==> config.mk <==
export PLATFORM = sky130hd
export DESIGN_NAME = krt_cell
export DESIGN_NICKNAME = d
export VERILOG_FILES = /design/src/rtl/krt_pkg.sv /design/src/rtl/krt_cell.sv
export SDC_FILE = /design/constraint.sdc
export NUM_CORES = 1
export LEC_CHECK = 0
export ABC_AREA = 0
export BUFFER_PORTS_ARGS = -buffer_cell sky130_fd_sc_hd__buf_2
export CELL_PAD_IN_SITES_DETAIL_PLACEMENT = 0
export CELL_PAD_IN_SITES_GLOBAL_PLACEMENT = 1
export CORE_AREA = 2 2 149 151
export CTS_BUF_LIST = sky130_fd_sc_hd__clkbuf_8
export CTS_CLUSTER_SIZE = 8
export DETAILED_ROUTE_END_ITERATION = 7
export DIE_AREA = 0 0 151 153
export PLACE_DENSITY = 0.75
export REMOVE_ABC_BUFFERS = 1
export SYNTH_ARGS = -nofsm -noshare
export SYNTH_HDL_FRONTEND = slang
export SYNTH_SLANG_ARGS = --single-unit
==> constraint.sdc <==
create_clock -name clk_i -period 2.29 [get_ports clk_i]
set_input_delay 0.229 -clock clk_i [delete_from_list [all_inputs] [get_ports clk_i]]
set_output_delay 0.229 -clock clk_i [all_outputs]
set_load 0.02 [all_outputs]
==> src/rtl/krt_pkg.sv <==
`timescale 1ns / 1ps

package krt_pkg;

  localparam int KEY_W = 64;
  localparam int IDX_W = 6;
  localparam int CMD_W = 2;
  localparam int STAT_W = 2;
  localparam int DEFAULT_CAPACITY = 64;

  typedef enum logic [CMD_W-1:0] {
    CMD_ADD    = 2'd0,
    CMD_REMOVE = 2'd1,
    CMD_SEARCH = 2'd2,
    CMD_LIST   = 2'd3
  } cmd_e;

  localparam logic [STAT_W-1:0] STAT_OK       = 2'd0;
  localparam logic [STAT_W-1:0] STAT_FULL     = 2'd1;
  localparam logic [STAT_W-1:0] STAT_NOTFOUND = 2'd2;

  typedef struct packed {
    logic [KEY_W-1:0] name;
    logic [KEY_W-1:0] cls;
  } rec_t;

  typedef struct packed {
    logic shift_en;
    logic load_en;
  } cell_ctl_t;

endpackage

==> src/rtl/krt_cell.sv <==
`timescale 1ns / 1ps

module krt_cell (
  input  logic              clk_i,
  input  krt_pkg::cell_ctl_t ctl_i,
  input  krt_pkg::rec_t     shift_rec_i,
  input  krt_pkg::rec_t     load_rec_i,
  output krt_pkg::rec_t     rec_o
);

  krt_pkg::rec_t rec_q, rec_d;

  always_comb begin
    rec_d = rec_q;
    if (ctl_i.load_en) begin
      rec_d = load_rec_i;
    end else if (ctl_i.shift_en) begin
      rec_d = shift_rec_i;
    end
  end

  always_ff @(posedge clk_i) begin
    rec_q <= rec_d;
  end

  assign rec_o = rec_q;

endmodule

==> results of run 1 <==
[report_power, final]
group,switching [mW],total (mW),internal (mW)
sequential,0.0603,2.93,2.87
clock,0.987,2.19,1.21
combinational,0.639,1.13,0.492
total,1.69,6.26,4.57
[per-layer routing]
| layer | vias up | track usage, % | share of wire [%] |
|---|---|---|---|
| met4 | 0 | 5.43 | 2.3 |
| li1 | 1862 | - | - |
| met3 | 20 | 4.33 | 9.0 |
| met2 | 204 | 22.9 | 51 |
| met1 | 1814 | 14.9 | 37 |
| met5 | - | 0 | 0 |
[cells in the mapped netlist]
library cell,instances
mux2_2,128
buf_2,1
edfxtp_1,128
buf_6,13
or2_2,1
[cells by family after synthesis]
kind of cell	count (synthesis)
mux	128
flops	128
buf+inv	14
simple gates	1
[final timing paths]
path	start	endpoint	slack, ps	cells after the start
setup / recovery	rec_o[103]	rec_o[103]	1010	1
hold / removal	load_rec_i[85]	rec_o[85]	90	2
[layout make-up]
type	count	area [µm²]	area share, %
multi-input combinational	129	1450	17.9
sequential	128	3840	47.4
tap	280	350	4.32
clock buffer	17	234	2.89
clock inverter	15	209	2.58
timing repair buffer	391	2020	24.9
[metrics by stage]
stage | cell area [µm²] | hold WS (ps)
after floorplan | 5290 | 449
after global placement | 7670 | 529
after detailed placement | 7670 | 533
after CTS | 8110 | 52.4
after global routing | 8110 | 46.3
final | 8110 | 93.1
==> flow_summary.toml, run 1 <==
[sta]
clock.fmax_mhz = 781
slew_viol_final = 0
hold_viol_final = 0
setup_viol = 0
slew_headroom_pct = 73.1
worst_pin_slew_ps = 403
final.setup.tns_ps = 0
period_minus_slack_ps = 1280
rsz0062_at_grt = "no"
setup_ws_ps = 1010
finalCritPeriodShare_pct = 55.9

[setup_path]
cp_slowest_cell = "edfxtp_1"
start_kind = "register"
cp_top_family = "flip-flops"
crit_fanout = 1
crit_buf_inv = 1
endpoint_kind = "primary output"
cpPeakStageDelay_ps = 430
worstPathCellList = "buf_2"
cp.required_ps = 2060
crit_type = "register to primary output"
arrival_ps = 1050

[grt]
grt_use_total_pct = 13.2
grt_pass1_vias = 4014
grt_pass1_wl_um = 22700
gr-total-overflow = 0
grt_antenna_before_repair = 0
grt_max_degree = 66

[cts]
hold_buffers = 0
cts.htree.levels = 4
cts_buffers = 17
cts_sinks = 128
clockRootBuffer = "clkbuf_8"
postCtsSetupBuffers = 0
cts_tree = "done"
cts_resized = 0
path_clk_slew_ps = 90
ctsLongestPathBuffers = 2

[floorplanning]
die_h_um = 153
io_pins = 387
initial_core_util_pct = 25.3
die_w_um = 151
die-area_um2 = 23100
std_cell_rows = 54
core_area_um2 = 21500

[placed_design]
dp.cells = 928
place_hpwl_um = 12100
gp_congestion = 0.760
numPortBuffers = 386
pre_cts_ws_ps = 775

[power]
p_leak_nw = 3.60
irDropWorstVdd_v = 0.000375
finalPower_mw = 6.26
powerDensity_nw_per_um2 = 772

[job]
max_cap_viol_count = 0

[synth]
synth_fa_ha_area_share_pct = 0
synthMuxAreaShare_pct = 26.5
ys_ff_latch = 128
synthTopCellsByArea = "edfxtp_1, mux2_2, buf_6"
yosysWarnings = 0
seq_area_frac_synth_pct = 70.6
synth_simple_gate_area_share_pct = 0.115
synthCells = 271
ys_types = 5
synth_compound_area_share_pct = 0
synth_area_um2 = 5440
synthesis.area_per_instance_um2 = 20.1
synth_xor_area_share_pct = 0
synth_top_area_share_pct = 70.6
yosysTopAreaCell = "edfxtp_1"
synth_top_family_by_area = "multiplexers"

[routing]
routed_wirelength_um = 15700
drtAntennaViolNets = 0
wl_per_cell_um = 16.4
route.detailed.drc = 0
via_per_inst = 4.06
vias = 3900
firstDrtPassIters = 4
drtIter0Drc = 133

[final_layout]
drive_above_1_share_pct = 81.0
syn_to_final_growth_pct = 49.0
fin_cells = 960
fillerInstances = 2099
final_nets = 926
n_antenna_cell = 0
post-route-util_pct = 37.7
final_common_cell = "buf_2"
largest_reg_flops = 128
final_cell_mix = "buf_2, mux2_2, edfxtp_1"

[worst_hold_path]
hold_class = "primary input to register"

[outcome]
outcome = "finished, final reports clean"
Power figures use the tool's default switching activity.
==> inputs of run 2 (changes only) <==
clock period = 1.1 ns   (was 2.29 ns; I/O delays follow)
==> run 2 against run 1 <==
The flow now stops in clock tree synthesis (4_1_cts); area after synthesis did not move; synthesized cell count did not move.
==> flow_summary.toml, run 2 <==
[outcome]
stop_error = "[ERROR RSZ-0060] Max buffer count reached."
lastStage = "clock tree synthesis (4_1_cts)"
outcome = "stopped before the end"

[synth]
synth_top_area_share_pct = 70.6
synthTopCellsByArea = "edfxtp_1, mux2_2, buf_6"
ys_ff_latch = 128
yosysWarnings = 0
yosysTopAreaCell = "edfxtp_1"
synth.top_cells.by_count = "edfxtp_1, mux2_2, buf_6"
synthMuxAreaShare_pct = 26.5
synth_area_um2 = 5440
synth_top_family_by_area = "multiplexers"
synthCells = 271
ys_types = 5
seq_area_frac_synth_pct = 70.6
synth_compound_area_share_pct = 0
synthesis.area_per_instance_um2 = 20.1
synth_ff_type = "edfxtp_1"
synth_edf_count = 128
synth_simple_gate_area_share_pct = 0.115
async_reset_ff_share_pct = 0
synth_xor_area_share_pct = 0
synth_fa_ha_area_share_pct = 0

[cts]
cts_resized = 106
ctsLongestPathBuffers = 2
clockRootBuffer = "clkbuf_8"
cts_sinks = 128
cts.htree.levels = 4
postCtsSetupBuffers = 0
hold_buffers = 198
cts_buffers = 17

[floorplanning]
io_pins = 387
std_cell_rows = 54
die_h_um = 153
die_w_um = 151
initial_core_util_pct = 25.3

[placed_design]
dp.cells = 952
numPortBuffers = 386
gp_congestion = 0.794
place_hpwl_um = 13000
run 2: cells by family after synthesis:
group / count (synthesis)
buf+inv: 14
flops: 128
mux: 128
simple gates: 1
run 2: through the flow:
step                setup WS (ps)  hold slack (ps)  instance area, µm²
global placement             -131              411                7910
detailed placement           -159              414                7910
floorplan                   -1030              330                5290
==> inputs of run 3 (changes only) <==
CELL_PAD_IN_SITES_DETAIL_PLACEMENT = default   (was 0)
CELL_PAD_IN_SITES_GLOBAL_PLACEMENT = default   (was 1)
CORE_AREA = default   (was 2 2 149 151)
CORE_MARGIN = 1.5   (was default)
CORE_UTILIZATION = 25   (was default)
CTS_BUF_LIST = default   (was sky130_fd_sc_hd__clkbuf_8)
CTS_CLUSTER_SIZE = default   (was 8)
DIE_AREA = default   (was 0 0 151 153)
PLACE_DENSITY = default   (was 0.75)
PLACE_DENSITY_LB_ADDON = 0.15   (was default)
clock period = 1.4 ns   (was 1.1 ns; I/O delays follow)
==> run 3 against run 2 <==
The run now ends clean.
==> flow_summary.toml, run 3 (synthesis gave the netlist of run 1 again) <==
[sta]
slew_headroom_pct = 83.0
clock.fmax_mhz = 878
rsz0062_at_grt = "no"
setup_viol = 0
worst_pin_slew_ps = 254
period_minus_slack_ps = 1140
final.setup.tns_ps = 0
hold_ws_ps = 24.8
finalCritPeriodShare_pct = 81.4
slew_viol_final = 0
hold_viol_final = 0

[grt]
grt_max_degree = 47
grt_pass1_wl_um = 22500
gr-total-overflow = 0
grt_use_total_pct = 13.7
grt_pass1_vias = 4249
grt_antenna_before_repair = 1

[placed_design]
place_hpwl_um = 12400
gp_congestion = 0.754
numPortBuffers = 386

[cts]
ctsLongestPathBuffers = 2
cts_sinks = 128
path_clk_slew_ps = 60
cts.htree.levels = 4
cts_tree = "done"
postCtsSetupBuffers = 0
clockRootBuffer = "clkbuf_16"
cts_buffers = 17

[setup_path]
worst-path-stages = 1
worstPathCellList = "buf_2"
crit_buf_inv = 1
cp_slowest_cell = "edfxtp_1"
crit_type = "register to primary output"
crit_fanout = 1
cp.required_ps = 1260
arrival_ps = 1000
endpoint_kind = "primary output"
cp_top_family = "flip-flops"
crit_end = "rec_o[114]"
cpPeakStageDelay_ps = 400
start_kind = "register"
startpoint = "rec_o[114]"

[routing]
route.detailed.drc = 0
vias = 3967
drtAntennaViolNets = 0
drtIter0Drc = 81
firstDrtPassIters = 4
wl_per_cell_um = 16.5
via_per_inst = 4.11
routed_wirelength_um = 15900

[power]
finalPower_mw = 11.7
p_leak_nw = 3.74
irDropWorstVdd_v = 0.000744
powerDensity_nw_per_um2 = 1390

[floorplanning]
std_cell_rows = 53
die_h_um = 151
die-area_um2 = 22700
core_area_um2 = 21200
die_w_um = 151
initial_core_util_pct = 25.6
io_pins = 387

[final_layout]
syn_to_final_growth_pct = 55.1
largest_reg_flops = 128
final_nets = 936
drive_above_1_share_pct = 80.1
final_cell_mix = "buf_2, mux2_2, edfxtp_1"
final_common_cell = "buf_2"

[worst_hold_path]
hold_class = "primary input to register"

[job]
max_cap_viol_count = 0

[outcome]
outcome = "finished, final reports clean"
run 3: repair_timing:
| item | in CTS | in global routing |
|---|---|---|
| gates resized for setup | 0 | 0 |
| hold endpoints to repair | 2 | 4 |
| hold buffers | 2 | 4 |
run 3: worst min path at each step:
stage	from	to	slack [ps]	cells past startpoint
global route	load_rec_i[86]	rec_o[86]	0.2	2
detailed placement	load_rec_i[5]	rec_o[5]	440	2
floorplan	shift_rec_i[0]	rec_o[0]	360	1
global placement	shift_rec_i[5]	rec_o[5]	440	2
finish	load_rec_i[41]	rec_o[41]	20	2
CTS	load_rec_i[31]	rec_o[31]	0.03	2
run 3: where the power goes:
group	internal [mW]	switching (mW)
clock network	3.34	1.71
registers	4.71	0.0969
logic	0.831	1.04
total	8.88	2.84
run 3: per-stage QoR:
| stage | instances | area [µm²] | util [%] | worst slack, ps |
|---|---|---|---|---|
| final | 966 | 8440 | 39.8 | 261 |
| after global routing | 966 | 8440 | 39.8 | 217 |
| after CTS | 961 | 8400 | 39.6 | 218 |
| after detailed placement | 927 | 7710 | 36.4 | 169 |
| after global placement | 927 | 7710 | 36.4 | 196 |
| after floorplan | 257 | 5290 | - | -755 |
run 3: layer usage:
metal / global-route usage (%) / vias to the layer above / routed length (µm)
li1: - / 1889 / -
met1: 12.9 / 1840 / 5390
met2: 25.5 / 217 / 8720
met3: 5.18 / 21 / 1500
met4: 6.96 / 0 / 323
met5: 0 / - / 0
run 3: area by class of cell:
class / count / area (µm²)
clock inverter: 14 / 238
antenna: 1 / 2.50
tap: 275 / 344
clock buffer: 18 / 429
timing repair buffer: 401 / 2140
sequential: 128 / 3840
multi-input combinational: 129 / 1450
fill: 2063 / 12800
